**config.mk**
```make
export PLATFORM = sky130hd
export DESIGN_NAME = uyvy_to_bgr888_converter
export DESIGN_NICKNAME = d
export VERILOG_FILES = /design/src/hdl/uyvy_pkg.sv /design/src/hdl/uyvy_lane.sv /design/src/hdl/uyvy_addr.sv /design/src/hdl/uyvy_to_bgr888_converter.sv
export SDC_FILE = /design/constraint.sdc
export NUM_CORES = 1
export LEC_CHECK = 0
export ABC_CLOCK_PERIOD_IN_PS = 27400
export BUFFER_PORTS_ARGS = -buffer_cell sky130_fd_sc_hd__buf_2
export CAP_MARGIN = 30
export CORE_ASPECT_RATIO = 0.75
export CORE_UTILIZATION = 45
export CTS_BUF_LIST = sky130_fd_sc_hd__clkbuf_4
export DETAILED_ROUTE_END_ITERATION = 6
export PLACE_DENSITY = 0.73
export SYNTH_ARGS = -nofsm -noshare
export SYNTH_HDL_FRONTEND = slang
export SYNTH_SLANG_ARGS = --single-unit
```
**constraint.sdc**
```tcl
create_clock -name clk -period 27.4 [get_ports clk]
set_input_delay 2.74 -clock clk [delete_from_list [all_inputs] [get_ports clk]]
set_output_delay 2.74 -clock clk [all_outputs]
set_load 0.01 [all_outputs]
```
**src/hdl/uyvy_pkg.sv**
```systemverilog
// Shared types, constants and the clamp function of the UYVY to BGR888 converter.
package uyvy_pkg;

  localparam int PIX_W        = 8;
  localparam int FRAC_BITS    = 12;
  localparam int SUM_W        = 23;
  localparam int WIDTH_REG_W  = 12;
  localparam int HEIGHT_REG_W = 13;
  localparam int CFG_DATA_W   = 13;
  localparam int CFG_INDEX_W  = 2;
  localparam int OFFSET_W     = 26;

  localparam logic [WIDTH_REG_W-1:0]  WIDTH_RESET  = 12'd320;
  localparam logic [HEIGHT_REG_W-1:0] HEIGHT_RESET = 13'd480;

  localparam logic [CFG_INDEX_W-1:0] REG_WIDTH_PAIRS  = 2'd0;
  localparam logic [CFG_INDEX_W-1:0] REG_FRAME_HEIGHT = 2'd1;

  localparam logic signed [8:0]  CHROMA_BIAS = 9'sd128;
  localparam logic signed [13:0] COEF_BU     = 14'sd7250;
  localparam logic signed [13:0] COEF_GU     = 14'sd1409;
  localparam logic signed [13:0] COEF_GV     = 14'sd2925;
  localparam logic signed [13:0] COEF_RV     = 14'sd5747;
  localparam logic [PIX_W-1:0]   PIX_MAX     = 8'd255;

  typedef struct packed {
    logic [PIX_W-1:0] chroma_u;
    logic [PIX_W-1:0] luma_first;
    logic [PIX_W-1:0] chroma_v;
    logic [PIX_W-1:0] luma_second;
  } pixel_t;

  typedef struct packed {
    logic [PIX_W-1:0]    blue_first;
    logic [PIX_W-1:0]    green_first;
    logic [PIX_W-1:0]    red_first;
    logic [PIX_W-1:0]    blue_second;
    logic [PIX_W-1:0]    green_second;
    logic [PIX_W-1:0]    red_second;
    logic [OFFSET_W-1:0] byte_offset;
    logic                frame_last;
  } result_t;

  typedef struct packed {
    logic signed [SUM_W-1:0] blue;
    logic signed [SUM_W-1:0] green;
    logic signed [SUM_W-1:0] red;
  } chroma_delta_t;

  typedef struct packed {
    logic [PIX_W-1:0] blue;
    logic [PIX_W-1:0] green;
    logic [PIX_W-1:0] red;
  } bgr_t;

  typedef struct packed {
    logic                   write;
    logic [CFG_INDEX_W-1:0] index;
    logic [CFG_DATA_W-1:0]  data;
  } cfg_write_t;

  // Truncates a signed Q.12 sum toward zero and clamps it to a byte.
  function automatic logic [PIX_W-1:0] clamp_q12(input logic signed [SUM_W-1:0] sum);
    logic [SUM_W-FRAC_BITS-2:0] whole;
    whole = sum[SUM_W-2:FRAC_BITS];
    if (sum[SUM_W-1] || (sum == '0)) begin
      return '0;
    end else if (whole > (SUM_W-FRAC_BITS-1)'(PIX_MAX)) begin
      return PIX_MAX;
    end else begin
      return whole[PIX_W-1:0];
    end
  endfunction

endpackage

```
**src/hdl/uyvy_lane.sv**
```systemverilog
// One pixel lane: adds the luma to the shared chroma terms and clamps B, G and R.
module uyvy_lane (
  input  logic                          clk,
  input  logic                          advance,
  input  logic [uyvy_pkg::PIX_W-1:0]    luma,
  input  uyvy_pkg::chroma_delta_t       delta,
  output uyvy_pkg::bgr_t                color
);

  logic signed [uyvy_pkg::SUM_W-1:0] luma_q;
  logic signed [uyvy_pkg::SUM_W-1:0] sum_blue;
  logic signed [uyvy_pkg::SUM_W-1:0] sum_green;
  logic signed [uyvy_pkg::SUM_W-1:0] sum_red;

  assign luma_q    = $signed(uyvy_pkg::SUM_W'({luma, {uyvy_pkg::FRAC_BITS{1'b0}}}));
  assign sum_blue  = luma_q + delta.blue;
  assign sum_green = luma_q + delta.green;
  assign sum_red   = luma_q + delta.red;

  always_ff @(posedge clk) begin
    if (advance) begin
      color.blue  <= uyvy_pkg::clamp_q12(sum_blue);
      color.green <= uyvy_pkg::clamp_q12(sum_green);
      color.red   <= uyvy_pkg::clamp_q12(sum_red);
    end
  end

endmodule

```
**src/hdl/uyvy_addr.sv**
```systemverilog
// Frame geometry registers, raster counters and the two-stage byte offset pipeline.
module uyvy_addr #(
  parameter int MAX_PAIRS = 2048,
  parameter int MAX_ROWS  = 4096
) (
  input  logic                            clk,
  input  logic                            rst,
  input  uyvy_pkg::cfg_write_t            cfg,
  input  logic                            accept,
  input  logic                            advance_first,
  input  logic                            advance_second,
  output logic [uyvy_pkg::OFFSET_W-1:0]   byte_offset,
  output logic                            frame_last
);

  localparam int EW_W = $clog2(MAX_PAIRS + 1);
  localparam int EH_W = $clog2(MAX_ROWS + 1);
  localparam int CW   = (MAX_PAIRS > 1) ? $clog2(MAX_PAIRS) : 1;
  localparam int RW   = (MAX_ROWS > 1) ? $clog2(MAX_ROWS) : 1;
  localparam int PW   = EW_W + EH_W;
  localparam int SW   = (PW + 1 > uyvy_pkg::OFFSET_W) ? PW + 1 : uyvy_pkg::OFFSET_W;

  logic [uyvy_pkg::WIDTH_REG_W-1:0]  width_pairs;
  logic [uyvy_pkg::HEIGHT_REG_W-1:0] frame_height;
  logic [CW-1:0]   pair_column;
  logic [RW-1:0]   row_index;
  logic [EW_W-1:0] eff_width;
  logic [EH_W-1:0] eff_height;
  logic [EH_W-1:0] rows_below;
  logic            column_last;
  logic            row_last;
  logic            cfg_hit;

  logic [PW-1:0]   row_base;
  logic [CW-1:0]   column_s1;
  logic            last_s1;
  logic [SW-1:0]   pair_index;

  always_comb begin
    if (width_pairs == '0) begin
      eff_width = EW_W'(1);
    end else if (32'(width_pairs) > MAX_PAIRS) begin
      eff_width = EW_W'(MAX_PAIRS);
    end else begin
      eff_width = EW_W'(width_pairs);
    end
    if (frame_height == '0) begin
      eff_height = EH_W'(1);
    end else if (32'(frame_height) > MAX_ROWS) begin
      eff_height = EH_W'(MAX_ROWS);
    end else begin
      eff_height = EH_W'(frame_height);
    end
  end

  assign column_last = (EW_W'(pair_column) == eff_width - EW_W'(1));
  assign row_last    = (EH_W'(row_index) == eff_height - EH_W'(1));
  assign rows_below  = eff_height - EH_W'(1) - EH_W'(row_index);

  always_comb begin
    unique case (cfg.index)
      uyvy_pkg::REG_WIDTH_PAIRS:  cfg_hit = cfg.write;
      uyvy_pkg::REG_FRAME_HEIGHT: cfg_hit = cfg.write;
      default:                    cfg_hit = 1'b0;
    endcase
  end

  always_ff @(posedge clk) begin
    if (rst) begin
      width_pairs  <= uyvy_pkg::WIDTH_RESET;
      frame_height <= uyvy_pkg::HEIGHT_RESET;
      pair_column  <= '0;
      row_index    <= '0;
    end else if (cfg_hit) begin
      if (cfg.index == uyvy_pkg::REG_WIDTH_PAIRS) begin
        width_pairs <= cfg.data[uyvy_pkg::WIDTH_REG_W-1:0];
      end else begin
        frame_height <= cfg.data[uyvy_pkg::HEIGHT_REG_W-1:0];
      end
      pair_column <= '0;
      row_index   <= '0;
    end else if (accept) begin
      if (column_last) begin
        pair_column <= '0;
        row_index   <= row_last ? '0 : row_index + 1'b1;
      end else begin
        pair_column <= pair_column + 1'b1;
      end
    end
  end

  // First stage: start of the pair's row in the bottom-up frame, in pairs.
  always_ff @(posedge clk) begin
    if (advance_first) begin
      row_base  <= PW'(rows_below) * PW'(eff_width);
      column_s1 <= pair_column;
      last_s1   <= column_last && row_last;
    end
  end

  // Second stage: add the column and scale by six bytes per pair.
  assign pair_index = SW'(row_base) + SW'(column_s1);

  always_ff @(posedge clk) begin
    if (advance_second) begin
      byte_offset <= uyvy_pkg::OFFSET_W'((pair_index << 2) + (pair_index << 1));
      frame_last  <= last_s1;
    end
  end

endmodule

```
**src/hdl/uyvy_to_bgr888_converter.sv**
```systemverilog
// Top level of the UYVY to BGR888 converter: chroma stage, two pixel lanes, merge.
//
//   Channel  Direction  Handshake               Beat contents
//   pixel    in         pixel_valid/pixel_stall  one UYVY quad (U, Y0, V, Y1)
//   result   out        result_valid/result_stall two BGR pixels, offset, last flag
//   cfg      in         cfg_valid/cfg_ready      register index and write data
//
// Each beat is registered in the first stage, then in the output register: the
// first stage forms the chroma products and the row base multiply, the second
// stage runs the two pixel lanes and the offset adder. While result_stall is low
// a new beat is accepted every cycle; the rate is one beat per clock, set by the
// single multiplier stage on each path. Reset is synchronous and restores a
// 320 x 480 pair frame with both counters at zero. A stalled result holds the
// output register while the first stage can still take one more beat, so the
// input side stalls only when both stages are full and the output is stalled.
module uyvy_to_bgr888_converter #(
  parameter int MAX_PAIRS = 2048,
  parameter int MAX_ROWS  = 4096
) (
  input  logic                                clk,
  input  logic                                rst,
  input  logic                                pixel_valid,
  output logic                                pixel_stall,
  input  uyvy_pkg::pixel_t                    pixel,
  output logic                                result_valid,
  input  logic                                result_stall,
  output uyvy_pkg::result_t                   result,
  input  logic                                cfg_valid,
  output logic                                cfg_ready,
  input  logic [uyvy_pkg::CFG_INDEX_W-1:0]    cfg_index,
  input  logic [uyvy_pkg::CFG_DATA_W-1:0]     cfg_data
);

  logic                       s1_valid;
  logic                       advance_first;
  logic                       advance_second;
  logic                       accept;
  logic signed [8:0]          u_centered;
  logic signed [8:0]          v_centered;
  uyvy_pkg::chroma_delta_t    delta_next;
  uyvy_pkg::chroma_delta_t    delta;
  logic [uyvy_pkg::PIX_W-1:0] luma_first;
  logic [uyvy_pkg::PIX_W-1:0] luma_second;
  uyvy_pkg::bgr_t             color_first;
  uyvy_pkg::bgr_t             color_second;
  uyvy_pkg::cfg_write_t       cfg;

  // The output register moves when it is empty or being taken; the first
  // stage moves when it is empty or can pass its beat forward.
  assign advance_second = !result_valid || !result_stall;
  assign advance_first  = !s1_valid || advance_second;
  assign pixel_stall    = !advance_first;
  assign accept         = pixel_valid && !pixel_stall;

  // Configuration is only written while the pipeline is idle: no beat in
  // either stage and no pixel beat being offered in the same cycle.
  assign cfg_ready = !s1_valid && !result_valid && !pixel_valid;
  assign cfg.write = cfg_valid && cfg_ready;
  assign cfg.index = cfg_index;
  assign cfg.data  = cfg_data;

  always_ff @(posedge clk) begin
    if (rst) begin
      s1_valid     <= 1'b0;
      result_valid <= 1'b0;
    end else begin
      if (advance_first) begin
        s1_valid <= accept;
      end
      if (advance_second) begin
        result_valid <= s1_valid;
      end
    end
  end

  // Chroma terms are shared by both pixels of the pair.
  assign u_centered = $signed({1'b0, pixel.chroma_u}) - uyvy_pkg::CHROMA_BIAS;
  assign v_centered = $signed({1'b0, pixel.chroma_v}) - uyvy_pkg::CHROMA_BIAS;

  always_comb begin
    delta_next.blue  = uyvy_pkg::SUM_W'(u_centered) * uyvy_pkg::SUM_W'(uyvy_pkg::COEF_BU);
    delta_next.green = -((uyvy_pkg::SUM_W'(u_centered) * uyvy_pkg::SUM_W'(uyvy_pkg::COEF_GU))
                       + (uyvy_pkg::SUM_W'(v_centered) * uyvy_pkg::SUM_W'(uyvy_pkg::COEF_GV)));
    delta_next.red   = uyvy_pkg::SUM_W'(v_centered) * uyvy_pkg::SUM_W'(uyvy_pkg::COEF_RV);
  end

  always_ff @(posedge clk) begin
    if (advance_first) begin
      delta       <= delta_next;
      luma_first  <= pixel.luma_first;
      luma_second <= pixel.luma_second;
    end
  end

  uyvy_lane u_lane_first (
    .clk     (clk),
    .advance (advance_second),
    .luma    (luma_first),
    .delta   (delta),
    .color   (color_first)
  );

  uyvy_lane u_lane_second (
    .clk     (clk),
    .advance (advance_second),
    .luma    (luma_second),
    .delta   (delta),
    .color   (color_second)
  );

  uyvy_addr #(
    .MAX_PAIRS (MAX_PAIRS),
    .MAX_ROWS  (MAX_ROWS)
  ) u_addr (
    .clk            (clk),
    .rst            (rst),
    .cfg            (cfg),
    .accept         (accept),
    .advance_first  (advance_first),
    .advance_second (advance_second),
    .byte_offset    (result.byte_offset),
    .frame_last     (result.frame_last)
  );

  // Merge the two lanes into the result beat.
  assign result.blue_first   = color_first.blue;
  assign result.green_first  = color_first.green;
  assign result.red_first    = color_first.red;
  assign result.blue_second  = color_second.blue;
  assign result.green_second = color_second.green;
  assign result.red_second   = color_second.red;

  // The input never stalls while the output register is empty.
  assert property (@(posedge clk) disable iff (rst) !result_valid |-> !pixel_stall)
    else $error("input stalled with an empty output register");

  // A beat in the first stage reaches the output once the output can move.
  assert property (@(posedge clk) disable iff (rst) s1_valid && advance_second |=> result_valid)
    else $error("beat lost between first stage and output");

  // With nothing behind it, a taken result leaves the output empty.
  assert property (@(posedge clk) disable iff (rst)
    result_valid && !result_stall && !s1_valid |=> !result_valid)
    else $error("result repeated after it was taken");

endmodule
```
Word-level counts from Yosys, hierarchy flattened
Index checks and enable logic that the tools add are counted.

$lt $le $gt $ge: 8. Multiply operators: 5. Bitwise operators: 1. $add $sub $neg: 17. Reduce and logical (&&, ||, !) cells: 32. Eq/ne operators: 3. Mux-type cells: 13.

Operators by type and width (count): $add A21 B23 Y23 (6); $logic_not A23 Y1 (6); $gt A10 B8 Y1 const B (6); $mux W8 (6); $mul A9 B13 Y22 const B (2); $mux W12 (3); $add A26 B26 Y26 (1); $mux W13 (2); $add A25 B11 Y25 (1); $mul A13 B12 Y25 (1); $add A21 B22 Y23 (1); $mul A9 B14 Y23 const B (1); $neg A23 Y23 (1); $mul A9 B12 Y21 const B (1); $sub A8 B8 Y9 const B (2); $eq A12 B13 Y1 (1); $gt A13 B13 Y1 const B (1); $logic_not A13 Y1 (1); $sub A13 B1 Y13 const B (1); $sub A13 B12 Y13 (1); $add A12 B1 Y12 const B (1); $eq A11 B12 Y1 (1); $gt A12 B12 Y1 const B (1); $logic_not A12 Y1 (1); 12 further kinds (30).

Word-level logic and storage cells: 101. Input bits: 52. Flip-flop bits (word level): 246. Output and inout bits: 78.

Logic depth before layout (Yosys ltp)
Gate-level depths: netlist of run 1.

Depth after elaboration: 6. Mapped depth: 41. Mapped depth without buffers: 40.

Modules after synthesis
A second synthesis of run 1 with hierarchy kept.

Cells, all modules: 2903. Area, all modules: 27864.2 µm².

Modules (own cells, without submodules): uyvy_addr (times used 1, cells an instance 1350, area each 11935.2 µm²); uyvy_to_bgr888_converter (times used 1, cells an instance 1027, area each 10939.2 µm²); uyvy_lane (times used 2, cells an instance 263, area each 2494.9 µm²).

Worst setup path after synthesis of run 1
No wires, ideal clock.

Path kind: flip-flop to flip-flop. Start point: reg u_addr.frame_height[6] (netlist name). End point: reg u_addr.row_base[24], data pin. Cell stages (with the launch flop): 38. Buffers on the path: 1. Data arrival time: 8692 ps. Data required time: 27140 ps. Setup slack: 18448 ps. Setup time: 260 ps. Cell sequence: dfxtp_1 or3_1 or3_1 nor2_1 nand2_1 a21oi_1 inv_1 ha_1 clkbuf_1 xnor2_1 ha_1 a21o_1 a21oi_1 o21ai_0 a21oi_1 o21bai_1 a21oi_1 o21bai_1 (+2 left out) nand2_1 fa_1 inv_1 fa_1 inv_1 fa_1 fa_1 fa_1 inv_1 ha_1 and3_1 a21bo_2 a31oi_1 a21o_1 or3b_2 a31o_2 a21oi_1 xnor2_1.

Cells in the longest elaborated chain, start to end: 6.

Ends and longest elaborated chain: start: declaration (line uyvy_addr.sv:24) `logic [uyvy_pkg::HEIGHT_REG_W-1:0] frame_height;`; start signal: assignment (line uyvy_addr.sv:71) `frame_height <= uyvy_pkg::HEIGHT_RESET;`; start signal: assignment (line uyvy_addr.sv:78) `frame_height <= cfg.data[uyvy_pkg::HEIGHT_REG_W-1:0];`; $gt A13 B13 Y1 (line uyvy_addr.sv:49) `end else if (32'(frame_height) > MAX_ROWS) begin`; $mux W13 (line uyvy_addr.sv:49); $mux W13 * (line uyvy_addr.sv:47) `if (frame_height == '0) begin`; $sub A13 B1 Y13 * (line uyvy_addr.sv:58) `assign rows_below = eff_height - EH_W'(1) - EH_W'(row_index);`; $sub A13 B12 Y13 * (line uyvy_addr.sv:58); $mul A13 B12 Y25 * (line uyvy_addr.sv:95) `row_base <= PW'(rows_below) * PW'(eff_width);`; end signal: assignment (line uyvy_addr.sv:95); end: declaration (line uyvy_addr.sv:34) `logic [PW-1:0] row_base;`.

Mark *: on every way between the ends. The rest lies on a longest branch, timed or not. A chain may end at the register's enable or synchronous reset.

Worst setup path in the final report of run 1
Ends and elaborated chain as after synthesis.

==> metrics.txt, run 1 <==
WP data required=27.89 ns; most frequent CP cell=a21oi_1; CP Class=register to register; Finish-stage setup viols=0; cts hold-fix bufs=0; Clk Latency, worst-skew pair=0.78 ns; fin nets=3427; largest net degree at the start of global routing=80; synth unique cells=76; violated checks=design-rule violations; setup bufs post-CTS=0; net switching power=0.00131 W; fmax=0.100 GHz; Main synth FF type=edfxtp_1; DRC Markers=26; CTS Buffer Depth=3; clock skew=0.0510 ns; setup tns final=0 ns; Max Cap Viol=0; Flop pwr share=0.222; Worst setup SP type=register; Period minus WS final=9.96 ns; asr flop ratio synth=0; Critical Path End Type=register; Tcrit/Tclk final=0.364; first-pass GRT wire length=97600 um; DR iter-0 viols=1252; Slew Viols, Final=0; drt via density=5.24; post-synth top area cell=edfxtp_1; share of the synthesized area in the top cell type=0.206; antenna violations before repair=2; Post-Synthesis Cells=2572; Syn Area/Cell=9.71 um^2; worst vdd ir=0.123 mV; antenna viol nets, final=0; CTS root buf=clkbuf_4; # port buffers=128; slowest stage delay, CP=0.74 ns; area of the die=56500 um^2; Final Total Pwr=0.00280 W; most common cell after layout, fill and taps aside=inv_1; Worst Max-Slew Pin Slew=1.08 ns; post-synthesis sequential area ratio=0.246; Hold Fails Final Rpt=0; internal power=0.00149 W; sw frac=0.469; Clk pin slew, worst setup/hold paths=0.07 ns; RD Place Congestion=0.905; vias in the first global route=18800; Crit-path slowest cell=xor2_1; row count=74; largest cells by area after synthesis=edfxtp_1 (21%), ha_1 (20%), fa_1 (19%); most frequent cells in the layout=inv_1 (458), ha_1 (407), fa_1 (234), nor2_1 (191), nand2_1 (189); worst hold path class=register to register; Slew HR=0.277; WL/cell=17.2 um; GRT Total Usage=0.220; CP Max Fanout=12; RSZ-0062 raised after global routing=false; width of the die=274 um; CTS buffer count=59; grt ovf=0; Clock Sinks=221; I/O Pins=130; H-tree depth=2; Leakage=13.3 nW; Area Overhead vs Synth=9.13%; hpwl dp=50000 um; Netlist Area Pre-Place=25000 um^2; layout cells sized above 1=0.0909; first-pass iteration count of the detailed router=7; CTS tree=yes; pwr/cell area=103 nW/um^2; FF+latch count, synth=221; arrival time at the worst endpoint=10.45 ns; share of total power in the clock network=0.109; core footprint=54600 um^2; syn nets=3265; quantity of gates resized following cts=0; Die Height=206 um; initial core utilization=0.457; Ys Warns=0; EDFF count, synth=171; status=complete, but fails checks; final wirelength=60200 um; detailed-route via count=18400; Combinational Power Share=0.669
-- routing by layer --
metal / up-vias / wire length [um] / global-route usage
met3: 93 / 4850 / 0.0496
met2: 562 / 24100 / 0.325
met5: - / 0 / 0
met4: 0 / 1210 / 0.0554
met1: 8769 / 30000 / 0.324
li1: 8929 / - / -
-- registers in the layout (all words and copies together) (netlist names) --
register and flops:
delta 44, luma_first 8, luma_second 8, result_valid 1, s1_valid 1, u_addr.byte_offset 25
u_addr.column_s1 11, u_addr.frame_height 13, u_addr.frame_last 1, u_addr.last_s1 1, u_addr.pair_column 11, u_addr.row_base 25
u_addr.row_index 12, u_addr.width_pairs 12, u_lane_first.color 24, u_lane_second.color 24
-- cell usage after synthesis (all sizes together) (7+ instances only) --
| cell type | instances |
|---|---|
| a21o | 35 |
| clkbuf | 27 |
| edfxtp | 171 |
| a21oi | 162 |
| dfxtp | 50 |
| a31oi | 10 |
| buf | 9 |
| o21a | 23 |
| fa | 234 |
| xnor2 | 124 |
| a211oi | 7 |
| nor3 | 32 |
| mux2i | 10 |
| inv | 458 |
| nand2b | 22 |
| nor2b | 38 |
| ha | 407 |
| nor4 | 19 |
| xor2 | 69 |
| o21ai | 60 |
| nand4 | 15 |
| or3 | 15 |
| nand3 | 41 |
| o21bai | 24 |
| or2 | 7 |
| and2 | 20 |
| nand2 | 190 |
| a41oi | 7 |
| o31ai | 7 |
| nor2 | 191 |
| and3 | 18 |
-- area by class of cell --
cell class | count | area [um^2]
flip-flops and latches | 221 | 6140
fillers | 5001 | 27400
clock buffers | 77 | 578
well taps | 722 | 903
diodes | 1 | 2.50
inverters | 459 | 1720
repair buffers | 137 | 728
clock inverters | 32 | 210
multi-input cells | 1856 | 17000
-- worst max-delay path, delay by kind of cell, from the launching register on --
family	cells	cell delay, ns
buf+inv	4	0.25
compound gates	14	2.79
flops	1	0.37
xor+xnor	3	1.02
fa+ha+maj	8	3.41
simple gates	7	1.90
-- cell families after synthesis --
logic type / after synthesis / synth area share
simple gates: 620 / 0.118
flops: 221 / 0.246
other cells: 1 / 0.000150
fa+ha+maj: 641 / 0.391
xor+xnor: 193 / 0.0677
buf+inv: 495 / 0.0754
compound gates: 389 / 0.0972
mux: 12 / 0.00491
-- stage by stage --
step	cells	setup WS (ns)	cell area (um^2)	utilization	hold WS, ns
detailed placement	3392	17.51	26400	0.484	0.405
finish	3505	17.44	27300	0.499	0.453
CTS	3501	17.50	27200	0.498	0.460
floorplan	2572	18.45	25000	-	0.400
global placement	3391	17.75	26400	0.484	0.408
global route	3505	16.74	27300	0.499	0.480
-- worst paths after layout --
kind / from / to / cells past startpoint / slack [ns]
worst max register to register: u_addr.frame_height[6] / u_addr.row_base[24] / 36 / 17.44
worst max-delay path: u_addr.frame_height[6] / u_addr.row_base[24] / 36 / 17.44
worst min-delay path: u_addr.last_s1 / u_addr.frame_last / 0 / 0.45
worst min register to register: u_addr.last_s1 / u_addr.frame_last / 0 / 0.45
-- power groups by stage --
| stage | logic (W) | clock network [W] | registers (W) |
|---|---|---|---|
| after floorplan | 0.00134 | 0 | 0.000617 |
| after global placement | 0.00177 | 0 | 0.000624 |
| after detailed placement | 0.00184 | 0 | 0.000625 |
| after CTS | 0.00186 | 0.000316 | 0.000620 |
| after global routing | 0.00211 | 0.000332 | 0.000630 |
| final | 0.00187 | 0.000306 | 0.000622 |
(Power assumes the default switching activity.)
==> run 2: changes to the inputs <==
ABC_CLOCK_PERIOD_IN_PS = 8590   (was 27400)
PLACE_DENSITY = 0.75   (was 0.73)
clock period = 8.59 ns   (was 27.4 ns; I/O delays follow)
==> metrics.txt, run 2 (synthesis gave the netlist of run 1 again) <==
Clock Sinks=221 (unchanged); worst vdd ir=0.419 mV (was 0.123 mV); Finish-stage setup viols=0 (unchanged); CP Class=register to register (unchanged); Critical Path End Type=register (unchanged); Tcrit/Tclk final=0.978 (was 0.364); Period minus WS final=8.40 ns (was 9.96 ns); final wirelength=57900 um (was 60200 um); slowest stage delay, CP=0.53 ns (was 0.74 ns); Crit-path slowest cell=fa_1 (was xor2_1); fin nets=3485 (was 3427); GRT Total Usage=0.209 (was 0.220); dpl cells=3437 (was 3392); Finished Layout Cells=3564 (was 3505); CP Max Fanout=7 (was 12); top flop regs=delta (44), u_addr.byte_offset (25), u_addr.row_base (25) (unchanged); cts hold-fix bufs=0 (unchanged); H-tree depth=2 (unchanged); CTS root buf=clkbuf_4 (unchanged); most frequent CP cell=fa_1 (was a21oi_1); final instance area=28000 um^2 (was 27300 um^2); status=complete, but fails checks (unchanged); most flop-heavy register=delta (unchanged); first-pass GRT wire length=93300 um (was 97600 um); Clk pin slew, worst setup/hold paths=0.07 ns (about the same); Worst setup SP type=register (unchanged); I/O Pins=130 (unchanged); Slew Viols, Final=0 (unchanged); Clk Latency, worst-skew pair=0.80 ns (was 0.78 ns); DP Area=26800 um^2 (was 26400 um^2); width of the die=274 um (unchanged); Hold Fails Final Rpt=0 (unchanged); most frequent cells in the layout=inv_1 (454), ha_1 (403), fa_1 (233), nor2_1 (188), nand2_1 (187) (was inv_1 (458), ha_1 (407), fa_1 (234), nor2_1 (191), nand2_1 (189)); Leakage=13.7 nW (was 13.3 nW); initial core utilization=0.457 (unchanged); pwr/cell area=322 nW/um^2 (was 103 nW/um^2); antenna viol nets, final=0 (unchanged); CTS tree=yes (unchanged); area of the die=56500 um^2 (unchanged); Area Overhead vs Synth=12.0% (was 9.13%); vias in the first global route=17800 (was 18800); clock skew=0.0592 ns (was 0.0510 ns); WP data required=9.10 ns (was 27.89 ns); WL/cell=16.2 um (was 17.2 um); layout cells sized above 1=0.127 (was 0.0909); DRC Markers=22 (was 26); DR iter-0 viols=1336 (was 1252); Slew HR=0.301 (was 0.277); RSZ-0062 raised after global routing=true (was false); worst hold path class=input pin to register (was register to register); grt ovf=0 (unchanged); RD Place Congestion=0.891 (was 0.905); arrival time at the worst endpoint=8.91 ns (was 10.45 ns); first-pass iteration count of the detailed router=7 (unchanged); antenna violations before repair=4 (was 2); # port buffers=128 (unchanged); violated checks=design-rule violations (unchanged); CTS buffer count=58 (was 59); fmax=0.119 GHz (was 0.100 GHz); max reg flops=44 (unchanged); core footprint=54600 um^2 (unchanged); drt via density=5.18 (was 5.24); largest net degree at the start of global routing=74 (was 80); Worst Max-Slew Pin Slew=1.04 ns (was 1.08 ns); most common cell after layout, fill and taps aside=inv_1 (unchanged); Max Cap Viol=0 (unchanged); Hold Slack=0.235 ns (was 0.453 ns); CTS Buffer Depth=3 (unchanged); detailed-route via count=18400 (about the same); Fillers=4937 (was 5001); hpwl dp=47400 um (was 50000 um); row count=74 (unchanged); Die Height=206 um (unchanged)
run 2: changes by cell type in the layout (fill, tap and decap cells not counted), moves of 5 or more:
cell	previous run	this run
clkinv_1	24	19
a21oi_1	161	149
a21oi_2	1	11
xnor2_1	124	119
buf_4	8	64
run 2: worst max-delay path: cells and delay by family, from the launching register on:
family | cells | cell delay [ns]
AOI/OAI and AO/OA | 14 | 2.14
xor gates and xnor gates | 2 | 0.19
buffers and inverters | 8 | 0.69
and+or+nand+nor | 7 | 1.85
adders and majority gates | 7 | 2.93
DFF | 1 | 0.32
run 2: timing repair:
item                                    CTS  global route
buffers inserted                          4            11
endpoints found under the setup margin    1             7
gates resized for setup                  12            43
pin swaps                                 7            40
run 2: layout make-up:
cell class	count	area, um^2	area share
multi-input cells	1856	17300	0.617
diodes	2	5.00	0.000179
well taps	722	903	0.0323
clock inverters	27	141	0.00505
flip-flops and latches	221	6140	0.219
inverters	459	1720	0.0616
repair buffers	196	1190	0.0426
clock buffers	81	608	0.0217
run 2: worst paths after layout:
path / start / endpoint / slack, ns / depth (start not counted)
worst max-delay path: u_addr.frame_height[6] / u_addr.row_base[24] / 0.19 / 38
worst max register to register: u_addr.frame_height[6] / u_addr.row_base[24] / 0.19 / 38
worst min register to register: u_addr.last_s1 / u_addr.frame_last / 0.44 / 0
worst min-delay path: pixel[16] / luma_first[0] / 0.23 / 1
run 2: power by group:
group / internal, W / switching (W) / leakage [nW]
sequential: 0.00174 / 0.000219 / 2.26
combinational: 0.00259 / 0.00353 / 11.0
clock: 0.000469 / 0.000463 / 0.447
total: 0.00480 / 0.00421 / 13.7
run 2: per-layer routing:
layer	track usage	vias up	part of all wire
li1	-	9051	-
met1	0.322	8668	0.50
met2	0.291	645	0.40
met3	0.0489	82	0.087
met4	0.0500	0	0.018
met5	0	-	0
run 2: per-stage QoR:
| step | setup TNS [ns] | utilization | power (W) | worst slack [ns] |
|---|---|---|---|---|
| after detailed placement | -0.198 | 0.491 | 0.00792 | -0.198 |
| after global routing | -0.0945 | 0.512 | 0.00993 | -0.0925 |
| after CTS | 0 | 0.506 | 0.00893 | 0.00578 |
| after floorplan | 0 | - | 0.00626 | 0.000750 |
| final | 0 | 0.512 | 0.00901 | 0.191 |
| after global placement | 0 | 0.490 | 0.00780 | 0.000775 |
